==> src/rtl/dpspm_pkg.sv <==
`timescale 1ns / 1ps

package dpspm_pkg;

	// Sample width is fixed by the payload structs.
	localparam int SAMPLE_BITS = 12;
	localparam int FRAC_BITS_DEF = 8;
	localparam int RATIO_FRAC = 8;
	localparam int RATIO_BITS = 16;
	localparam int FULL_SCALE = 100;
	localparam int CFG_DATA_W = 16;
	localparam int CFG_IDX_W = 3;
	localparam int OUT_BITS = 16;
	localparam int OUT_MAX = 32767;
	localparam int OUT_MIN = -32768;

	typedef enum logic [CFG_IDX_W-1:0] {
		REG_SENSOR_A_LOW = 3'd0,
		REG_SENSOR_A_HIGH = 3'd1,
		REG_SENSOR_B_LOW = 3'd2,
		REG_SENSOR_B_HIGH = 3'd3,
		REG_WINDOW_LOW = 3'd4,
		REG_WINDOW_HIGH = 3'd5,
		REG_RATIO_LOW = 3'd6,
		REG_RATIO_HIGH = 3'd7
	} cfg_reg_t;

	typedef struct packed {
		logic [SAMPLE_BITS-1:0] reading_a;
		logic [SAMPLE_BITS-1:0] reading_b;
	} in_beat_t;

	typedef struct packed {
		logic signed [OUT_BITS-1:0] throttle_pct;
		logic agreement;
	} out_beat_t;

endpackage

==> src/rtl/dual_pedal_sensor_plausibility_map.sv <==
`timescale 1ns / 1ps
// Depth: FRAC_BITS + SAMPLE_BITS + 11 register stages from input beat to output beat;
// the restoring divider takes one stage per quotient bit and accounts for most of them.
// Throughput: one sensor pair per cycle while out_ready is high; every stage holds one
// beat and a stall only holds the stages that are full.
// Reset: arst_n clears all valid bits and loads the configuration reset values.
module dual_pedal_sensor_plausibility_map #(
	parameter int FRAC_BITS = dpspm_pkg::FRAC_BITS_DEF
) (
	input  logic                                  clk,
	input  logic                                  arst_n,
	input  logic                                  cfg_we,
	input  logic [dpspm_pkg::CFG_IDX_W-1:0]       cfg_addr,
	input  logic [dpspm_pkg::CFG_DATA_W-1:0]      cfg_wdata,
	input  logic                                  in_valid,
	output logic                                  in_ready,
	input  dpspm_pkg::in_beat_t                   in_data,
	output logic                                  out_valid,
	input  logic                                  out_ready,
	output dpspm_pkg::out_beat_t                  out_data
);
	import dpspm_pkg::*;

	localparam int SB = SAMPLE_BITS;
	// Quotient magnitude bits: |r - low| * 100 * 2^FRAC_BITS, with 100 < 2^7.
	localparam int QB = SB + 7 + FRAC_BITS;
	// Two front stages, one stage per quotient bit, sign fix, and the output stage with the mean.
	localparam int NST = QB + 4;
	localparam int PW = RATIO_BITS + SB;
	localparam logic signed [QB+1:0] SUM_MAX = (QB+2)'(OUT_MAX);
	localparam logic signed [QB+1:0] SUM_MIN = (QB+2)'(OUT_MIN);

	// Configuration registers. The user must change them only while the pipeline
	// is empty, which the block does not enforce; the first stage reads them directly.
	logic [SB-1:0] a_lo_q, a_hi_q, b_lo_q, b_hi_q, win_lo_q, win_hi_q;
	logic [RATIO_BITS-1:0] rat_lo_q, rat_hi_q;

	always_ff @(posedge clk or negedge arst_n) begin
		if (!arst_n) begin
			a_lo_q <= '0;
			a_hi_q <= '1;
			b_lo_q <= '0;
			b_hi_q <= '1;
			win_lo_q <= '0;
			win_hi_q <= '1;
			rat_lo_q <= '0;
			rat_hi_q <= '1;
		end else if (cfg_we) begin
			unique case (cfg_reg_t'(cfg_addr))
				REG_SENSOR_A_LOW:  a_lo_q <= cfg_wdata[SB-1:0];
				REG_SENSOR_A_HIGH: a_hi_q <= cfg_wdata[SB-1:0];
				REG_SENSOR_B_LOW:  b_lo_q <= cfg_wdata[SB-1:0];
				REG_SENSOR_B_HIGH: b_hi_q <= cfg_wdata[SB-1:0];
				REG_WINDOW_LOW:    win_lo_q <= cfg_wdata[SB-1:0];
				REG_WINDOW_HIGH:   win_hi_q <= cfg_wdata[SB-1:0];
				REG_RATIO_LOW:     rat_lo_q <= cfg_wdata[RATIO_BITS-1:0];
				REG_RATIO_HIGH:    rat_hi_q <= cfg_wdata[RATIO_BITS-1:0];
			endcase
		end
	end

	// Flow control. Each stage may load when it is empty or when the stage after
	// it moves on, so a bubble anywhere downstream lets a new beat in even while a
	// finished result waits at the output.
	logic [NST-1:0] vld_s;
	logic [NST:0] en;

	assign en[NST] = out_ready;
	for (genvar k = 0; k < NST; k++) begin : g_en
		assign en[k] = !vld_s[k] || en[k+1];
	end

	always_ff @(posedge clk or negedge arst_n) begin
		if (!arst_n) begin
			vld_s <= '0;
		end else begin
			if (en[0]) begin
				vld_s[0] <= in_valid;
			end
			for (int k = 1; k < NST; k++) begin
				if (en[k]) begin
					vld_s[k] <= vld_s[k-1];
				end
			end
		end
	end

	assign in_ready = en[0];

	// Stage 1: offsets from the span start, span lengths, window checks and the
	// two ratio products. Differences are kept as SB+1 bit two's complement.
	logic [SB:0] dif_a_s1, dif_b_s1, spn_a_s1, spn_b_s1;
	logic win_ok_s1, span_ok_s1, b_nz_s1;
	logic [PW-1:0] prod_lo_s1, prod_hi_s1;
	logic [SB-1:0] a_s1;

	always_ff @(posedge clk) begin
		if (en[0]) begin
			dif_a_s1 <= {1'b0, in_data.reading_a} - {1'b0, a_lo_q};
			dif_b_s1 <= {1'b0, in_data.reading_b} - {1'b0, b_lo_q};
			spn_a_s1 <= {1'b0, a_hi_q} - {1'b0, a_lo_q};
			spn_b_s1 <= {1'b0, b_hi_q} - {1'b0, b_lo_q};
			win_ok_s1 <= (win_lo_q < in_data.reading_a) && (in_data.reading_a < win_hi_q)
				&& (win_lo_q < in_data.reading_b) && (in_data.reading_b < win_hi_q);
			span_ok_s1 <= (a_hi_q != a_lo_q) && (b_hi_q != b_lo_q);
			b_nz_s1 <= (in_data.reading_b != '0);
			prod_lo_s1 <= PW'(rat_lo_q) * PW'(in_data.reading_b);
			prod_hi_s1 <= PW'(rat_hi_q) * PW'(in_data.reading_b);
			a_s1 <= in_data.reading_a;
		end
	end

	// Stage 2: the ratio compare finishes the agreement decision; offsets and
	// spans turn into magnitudes plus a quotient sign for the divider.
	logic [SB:0] abs_a_c, abs_b_c, asp_a_c, asp_b_c;
	logic [PW-1:0] a_scl_c;
	logic agree_s2, neg_a_s2, neg_b_s2;
	logic [QB-1:0] num_a_s2, num_b_s2;
	logic [SB-1:0] dvs_a_s2, dvs_b_s2;

	always_comb begin
		abs_a_c = dif_a_s1[SB] ? (~dif_a_s1 + 1'b1) : dif_a_s1;
		abs_b_c = dif_b_s1[SB] ? (~dif_b_s1 + 1'b1) : dif_b_s1;
		asp_a_c = spn_a_s1[SB] ? (~spn_a_s1 + 1'b1) : spn_a_s1;
		asp_b_c = spn_b_s1[SB] ? (~spn_b_s1 + 1'b1) : spn_b_s1;
		a_scl_c = PW'(a_s1) << RATIO_FRAC;
	end

	always_ff @(posedge clk) begin
		if (en[1]) begin
			agree_s2 <= span_ok_s1 && win_ok_s1 && b_nz_s1
				&& (prod_lo_s1 < a_scl_c) && (a_scl_c < prod_hi_s1);
			num_a_s2 <= (QB'(abs_a_c[SB-1:0]) * QB'(FULL_SCALE)) << FRAC_BITS;
			num_b_s2 <= (QB'(abs_b_c[SB-1:0]) * QB'(FULL_SCALE)) << FRAC_BITS;
			dvs_a_s2 <= asp_a_c[SB-1:0];
			dvs_b_s2 <= asp_b_c[SB-1:0];
			neg_a_s2 <= dif_a_s1[SB] ^ spn_a_s1[SB];
			neg_b_s2 <= dif_b_s1[SB] ^ spn_b_s1[SB];
		end
	end

	// Restoring divider, one quotient bit per stage for both channels. The
	// numerator word shifts left and the quotient bits fill in from the bottom.
	logic [SB-1:0] rem_a_s [QB];
	logic [SB-1:0] rem_b_s [QB];
	logic [QB-1:0] num_a_s [QB];
	logic [QB-1:0] num_b_s [QB];
	logic [SB-1:0] dvs_a_s [QB];
	logic [SB-1:0] dvs_b_s [QB];
	logic neg_a_s [QB];
	logic neg_b_s [QB];
	logic agree_s [QB];

	for (genvar j = 0; j < QB; j++) begin : g_div
		logic [SB-1:0] rin_a, rin_b, din_a, din_b;
		logic [QB-1:0] nin_a, nin_b;
		logic gin, nga, ngb;
		logic [SB:0] trl_a, trl_b;
		logic ge_a, ge_b;

		if (j == 0) begin : g_head
			assign rin_a = '0;
			assign rin_b = '0;
			assign nin_a = num_a_s2;
			assign nin_b = num_b_s2;
			assign din_a = dvs_a_s2;
			assign din_b = dvs_b_s2;
			assign nga = neg_a_s2;
			assign ngb = neg_b_s2;
			assign gin = agree_s2;
		end else begin : g_body
			assign rin_a = rem_a_s[j-1];
			assign rin_b = rem_b_s[j-1];
			assign nin_a = num_a_s[j-1];
			assign nin_b = num_b_s[j-1];
			assign din_a = dvs_a_s[j-1];
			assign din_b = dvs_b_s[j-1];
			assign nga = neg_a_s[j-1];
			assign ngb = neg_b_s[j-1];
			assign gin = agree_s[j-1];
		end

		assign trl_a = {rin_a, nin_a[QB-1]};
		assign trl_b = {rin_b, nin_b[QB-1]};
		assign ge_a = (trl_a >= {1'b0, din_a});
		assign ge_b = (trl_b >= {1'b0, din_b});

		always_ff @(posedge clk) begin
			if (en[j+2]) begin
				rem_a_s[j] <= ge_a ? SB'(trl_a - {1'b0, din_a}) : trl_a[SB-1:0];
				rem_b_s[j] <= ge_b ? SB'(trl_b - {1'b0, din_b}) : trl_b[SB-1:0];
				num_a_s[j] <= {nin_a[QB-2:0], ge_a};
				num_b_s[j] <= {nin_b[QB-2:0], ge_b};
				dvs_a_s[j] <= din_a;
				dvs_b_s[j] <= din_b;
				neg_a_s[j] <= nga;
				neg_b_s[j] <= ngb;
				agree_s[j] <= gin;
			end
		end
	end

	// Sign fix: the quotient takes the sign of offset times span, which is a
	// quotient truncated toward zero.
	logic signed [QB:0] pct_a_sx, pct_b_sx;
	logic agree_sx;

	always_ff @(posedge clk) begin
		if (en[QB+2]) begin
			pct_a_sx <= neg_a_s[QB-1] ? -$signed({1'b0, num_a_s[QB-1]})
				: $signed({1'b0, num_a_s[QB-1]});
			pct_b_sx <= neg_b_s[QB-1] ? -$signed({1'b0, num_b_s[QB-1]})
				: $signed({1'b0, num_b_s[QB-1]});
			agree_sx <= agree_s[QB-1];
		end
	end

	// Mean with truncation toward zero: a negative sum gets one added before the
	// arithmetic shift. Then saturation, and zero when the sensors disagree.
	logic signed [QB+1:0] sum_c, adj_c, half_c;
	out_beat_t res_c, res_so;

	always_comb begin
		sum_c = $signed({pct_a_sx[QB], pct_a_sx}) + $signed({pct_b_sx[QB], pct_b_sx});
		adj_c = sum_c + $signed({{(QB+1){1'b0}}, sum_c[QB+1]});
		half_c = adj_c >>> 1;
		res_c.agreement = agree_sx;
		if (!agree_sx) begin
			res_c.throttle_pct = '0;
		end else if (half_c > SUM_MAX) begin
			res_c.throttle_pct = SUM_MAX[OUT_BITS-1:0];
		end else if (half_c < SUM_MIN) begin
			res_c.throttle_pct = SUM_MIN[OUT_BITS-1:0];
		end else begin
			res_c.throttle_pct = half_c[OUT_BITS-1:0];
		end
	end

	always_ff @(posedge clk) begin
		if (en[QB+3]) begin
			res_so <= res_c;
		end
	end

	assign out_valid = vld_s[NST-1];
	assign out_data = res_so;

	// An empty output stage frees every stage behind it.
	a_ready_when_out_empty: assert property (@(posedge clk) disable iff (!arst_n)
		!out_valid |-> in_ready)
		else $error("input stalled while the output stage is empty");

	// A disagreeing beat always carries zero throttle.
	a_zero_on_disagree: assert property (@(posedge clk) disable iff (!arst_n)
		out_valid && !out_data.agreement |-> out_data.throttle_pct == '0)
		else $error("nonzero throttle without agreement");

	// Agreement is only possible with nonzero spans feeding the divider.
	a_agree_needs_span: assert property (@(posedge clk) disable iff (!arst_n)
		vld_s[1] && agree_s2 |-> dvs_a_s2 != '0 && dvs_b_s2 != '0)
		else $error("agreement with a zero span");

	// The final partial remainder is below the divisor for a valid beat in agreement.
	a_rem_bound: assert property (@(posedge clk) disable iff (!arst_n)
		vld_s[QB+1] && agree_s[QB-1]
		|-> rem_a_s[QB-1] < dvs_a_s[QB-1] && rem_b_s[QB-1] < dvs_b_s[QB-1])
		else $error("divider remainder out of range");

endmodule

==> config.mk <==
export PLATFORM = sky130hd
export DESIGN_NAME = dual_pedal_sensor_plausibility_map
export DESIGN_NICKNAME = d
export VERILOG_FILES = /design/src/rtl/dpspm_pkg.sv /design/src/rtl/dual_pedal_sensor_plausibility_map.sv
export SDC_FILE = /design/constraint.sdc
export NUM_CORES = 2
export LEC_CHECK = 0
export BUFFER_PORTS_ARGS = -buffer_cell sky130_fd_sc_hd__buf_2
export CORE_MARGIN = 2
export CORE_UTILIZATION = 40
export CTS_CLUSTER_DIAMETER = 50
export DETAILED_ROUTE_END_ITERATION = 8
export PLACE_DENSITY_LB_ADDON = 0.05
export SYNTH_ARGS = -nofsm -noshare
export SYNTH_HDL_FRONTEND = slang
export SYNTH_SLANG_ARGS = --single-unit
==> constraint.sdc <==
create_clock -name clk -period 18.9 [get_ports clk]
set_input_delay 2.835 -clock clk [delete_from_list [all_inputs] [get_ports clk]]
set_output_delay 2.835 -clock clk [all_outputs]
set_load 0.05 [all_outputs]
==> flow_summary.yaml <==
status:
  status: "finished, final reports clean"
cts:
  insertion_delay_ns: 0.94
  path_clk_slew_ns: 0.06
  cts.path.max_buffers: 4
  cts.sinks: 2742
  cts_setup_buffers: 0
  cts_root_buf: "clkbuf_16"
  cts_resized: 0
  cts_tree: "built"
  htreeDepth: 5
  ctsHoldBuffers: 0
  cts_buffers: 377
setup_path:
  cp-end-kind: "output pin"
  rr_startpoint: "vld_s[30]"
  cp.buffers_inverters: 4
  reg2reg_to: "prod_hi_s1[25]"
  cp_cell_sequence: "buf_2, nand2b_1, nor2_1, inv_2, buf_4, nor2_1, nand3_4, nor4_1, and2_1, and4_1, and3_1, and4_1, nand3_4, nor2_1, nand3_4, buf_2"
  crit_path_start_kind: "input pin"
  cp_max_fo: 59
  crit_required_ns: 16.07
  crit_slowest_cell: "nor4_1"
  critPathTopFamily: "simple AND/OR/NAND/NOR gates"
  rr_worst_depth: 15
  r2r_slack_ns: 10.63
  crit_arrival_ns: 10.29
  max_stage_delay_ns: 0.97
  criticalPathCategory: "input pin to output pin"
placed_design:
  dpl.hpwl_um: 203000
  pre_cts_slack_ns: 5.61
  port_buffers: 66
  place.gp.congestion: 0.831
logic_synthesis:
  synth_area_leaders: "edfxtp_1, ha_1, fa_1, mux2_2, inv_1"
  synth_nets: 12000
  synth_area_um2: 139000
  syn_area_per_cell_um2: 13.1
  ys_types: 97
  yosysSeqAreaShare: 0.587
  postSynth.asyncResetShare: 0.0492
  synth_flop_cell: "edfxtp_1"
  ys_ff_latch: 2742
  synthCells: 10600
  synth_top_area_frac: 0.563
  ys.warnings.count: 0
  synth_common_cells: "edfxtp_1, inv_1, ha_1"
  yosysMostFrequentCell: "edfxtp_1"
  yosysTopAreaCell: "edfxtp_1"
  synth_edf_count: 2607
min_path:
  hold_class: "flop to flop"
  whs_path_depth: 0
  worstHoldStart: "num_b_s[0][68]"
  min_to: "num_b_s[0][96]"
grt:
  grt_first_pass_wirelength_um: 447000
  grt-ovfl-total: 0
  grt_antenna_before_repair: 8
  grt_pass1_vias: 82500
  track_usage: 0.157
  grt_max_degree: 77
floorplan:
  dieWidth_um: 594
  initial_utilization: 0.402
  design.die.area_um2: 353000
  die_y_um: 594
  rows: 216
  io_pins: 67
  coreArea_um2: 346000
sta:
  max_slew_margin: 0.173
  max_freq_mhz: 76.2
  finClkSkew_ns: 0.0435
  fin_crit_ns: 13.13
  fin_ws_ns: 5.77
  worst_pin_slew_ns: 1.24
  rsz0062_at_grt: "false"
  finalHoldViolCount: 0
  finalMaxSlewViolations: 0
  setup_tns_ns: 0
  post-route-period-util: 0.695
  setup_viol: 0
layout:
  fin_nets: 12400
  area_delta_synth_final_pct: 13.7
  fillers: 30600
  drive_gt1_frac: 0.128
  fin_util: 0.457
detailed_routing:
  wirelength_um: 278000
  via_per_inst: 4.92
  vias: 78100
  ant_nets: 0
  drt_iter0_drc: 3771
  drtPass1Iterations: 7
  routedWlPerCell_um: 17.5
  drcViolationCount: 0
flow_run:
  maxCapViolCount: 0
area by class of cell:
| cell class | instances | area, µm² | area share |
|---|---|---|---|
| sequential | 2742 | 81700 | 0.517 |
| tap | 4578 | 5730 | 0.0362 |
| multi-input combinational | 6201 | 51300 | 0.324 |
| timing repair buffer | 139 | 885 | 0.00559 |
| antenna | 2 | 5.00 | 0.0000316 |
| clock buffer | 422 | 9750 | 0.0616 |
| inverter | 1510 | 5680 | 0.0359 |
| clock inverter | 273 | 3110 | 0.0197 |
worst reg2reg max path, delay by kind of cell (launching register included):
| kind | cells | cell delay (ns) |
|---|---|---|
| DFF | 1 | 0.36 |
| buffers and inverters | 3 | 1.09 |
| and+or+nand+nor | 12 | 6.37 |
worst max-delay path by stage:
stage	slack (ns)	to	start	cells after the start
finish	5.77	in_ready	out_ready	16
global placement	5.72	in_ready	out_ready	16
detailed placement	5.61	in_ready	out_ready	16
CTS	5.55	in_ready	out_ready	16
floorplan	1.81	in_ready	out_ready	13
global route	5.05	in_ready	out_ready	16
per-layer routing:
metal	GRT usage	vias to the layer above	share of wire
li1	-	38300	-
met1	0.191	38200	0.43
met2	0.284	1057	0.51
met3	0.0199	540	0.030
met4	0.0554	0	0.032
met5	0	-	0
metrics by stage:
step	cell area, µm²	hold slack [ns]	cells
after floorplan	139000	0.400	10600
after global placement	145000	0.401	15200
after detailed placement	145000	0.405	15200
after CTS	158000	0.395	15900
after global routing	158000	0.398	15900
final	158000	0.396	15900
cell families (layout without fill, tap and decap cells):
group           count (synthesis)  in the layout  share of synthesized area
buf+inv                      1675           2344                     0.0454
xor+xnor                      498            498                     0.0316
flops                        2742           2742                      0.587
fa+ha+maj                    1332           1332                      0.139
mux                           615            615                     0.0490
compound gates               1576           1576                     0.0732
simple gates                 2180           2180                     0.0747
other cells                     0              2                          0
flip-flops by register name (all words and copies together) (netlist names), 17 cells and up:
register,flops
agree_s,27
num_a_s,514
g_div.nin_b,17
dvs_b_s,312
neg_b_s,27
rem_b_s,312
prod_lo_s1,20
vld_s,31
pct_a_sx,28
num_b_s,514
prod_hi_s1,28
g_div.nin_a,17
dvs_a_s,312
out_data,17
neg_a_s,27
rem_a_s,312
pct_b_sx,28
cell usage in the layout, fill, tap and decap left out, types with 29 or more instances in the layout:
master / synthesis / routed
clkinv_1: 0 / 41
a21o_1: 145 / 145
xor2_1: 108 / 108
nor2_1: 607 / 607
nand2b_1: 121 / 121
dfstp_2: 52 / 52
edfxtp_1: 2607 / 2607
o21a_1: 77 / 77
inv_6: 0 / 46
nand2_1: 717 / 707
ha_1: 984 / 984
and2_1: 154 / 154
a211oi_1: 97 / 93
nor2b_1: 188 / 188
clkinv_2: 0 / 56
clkinvlp_4: 0 / 36
inv_1: 1509 / 1500
buf_4: 2 / 73
o31ai_1: 81 / 81
nand4_1: 146 / 146
mux2i_1: 83 / 83
o21bai_1: 75 / 75
a21oi_1: 296 / 296
o211ai_1: 29 / 29
mux2_2: 531 / 531
fa_1: 348 / 348
clkbuf_1: 150 / 36
bufinv_16: 0 / 44
xnor2_1: 387 / 387
buf_2: 6 / 65
a31oi_1: 44 / 41
dfrtp_1: 83 / 83
or3_1: 30 / 30
o21ai_0: 438 / 438
clkbuf_16: 0 / 382
nand3_1: 66 / 57
a21boi_0: 191 / 191
Power is left out: the tool's default activity adds up to more than one toggle a clock period on the data nets, which glitch-free logic cannot reach.
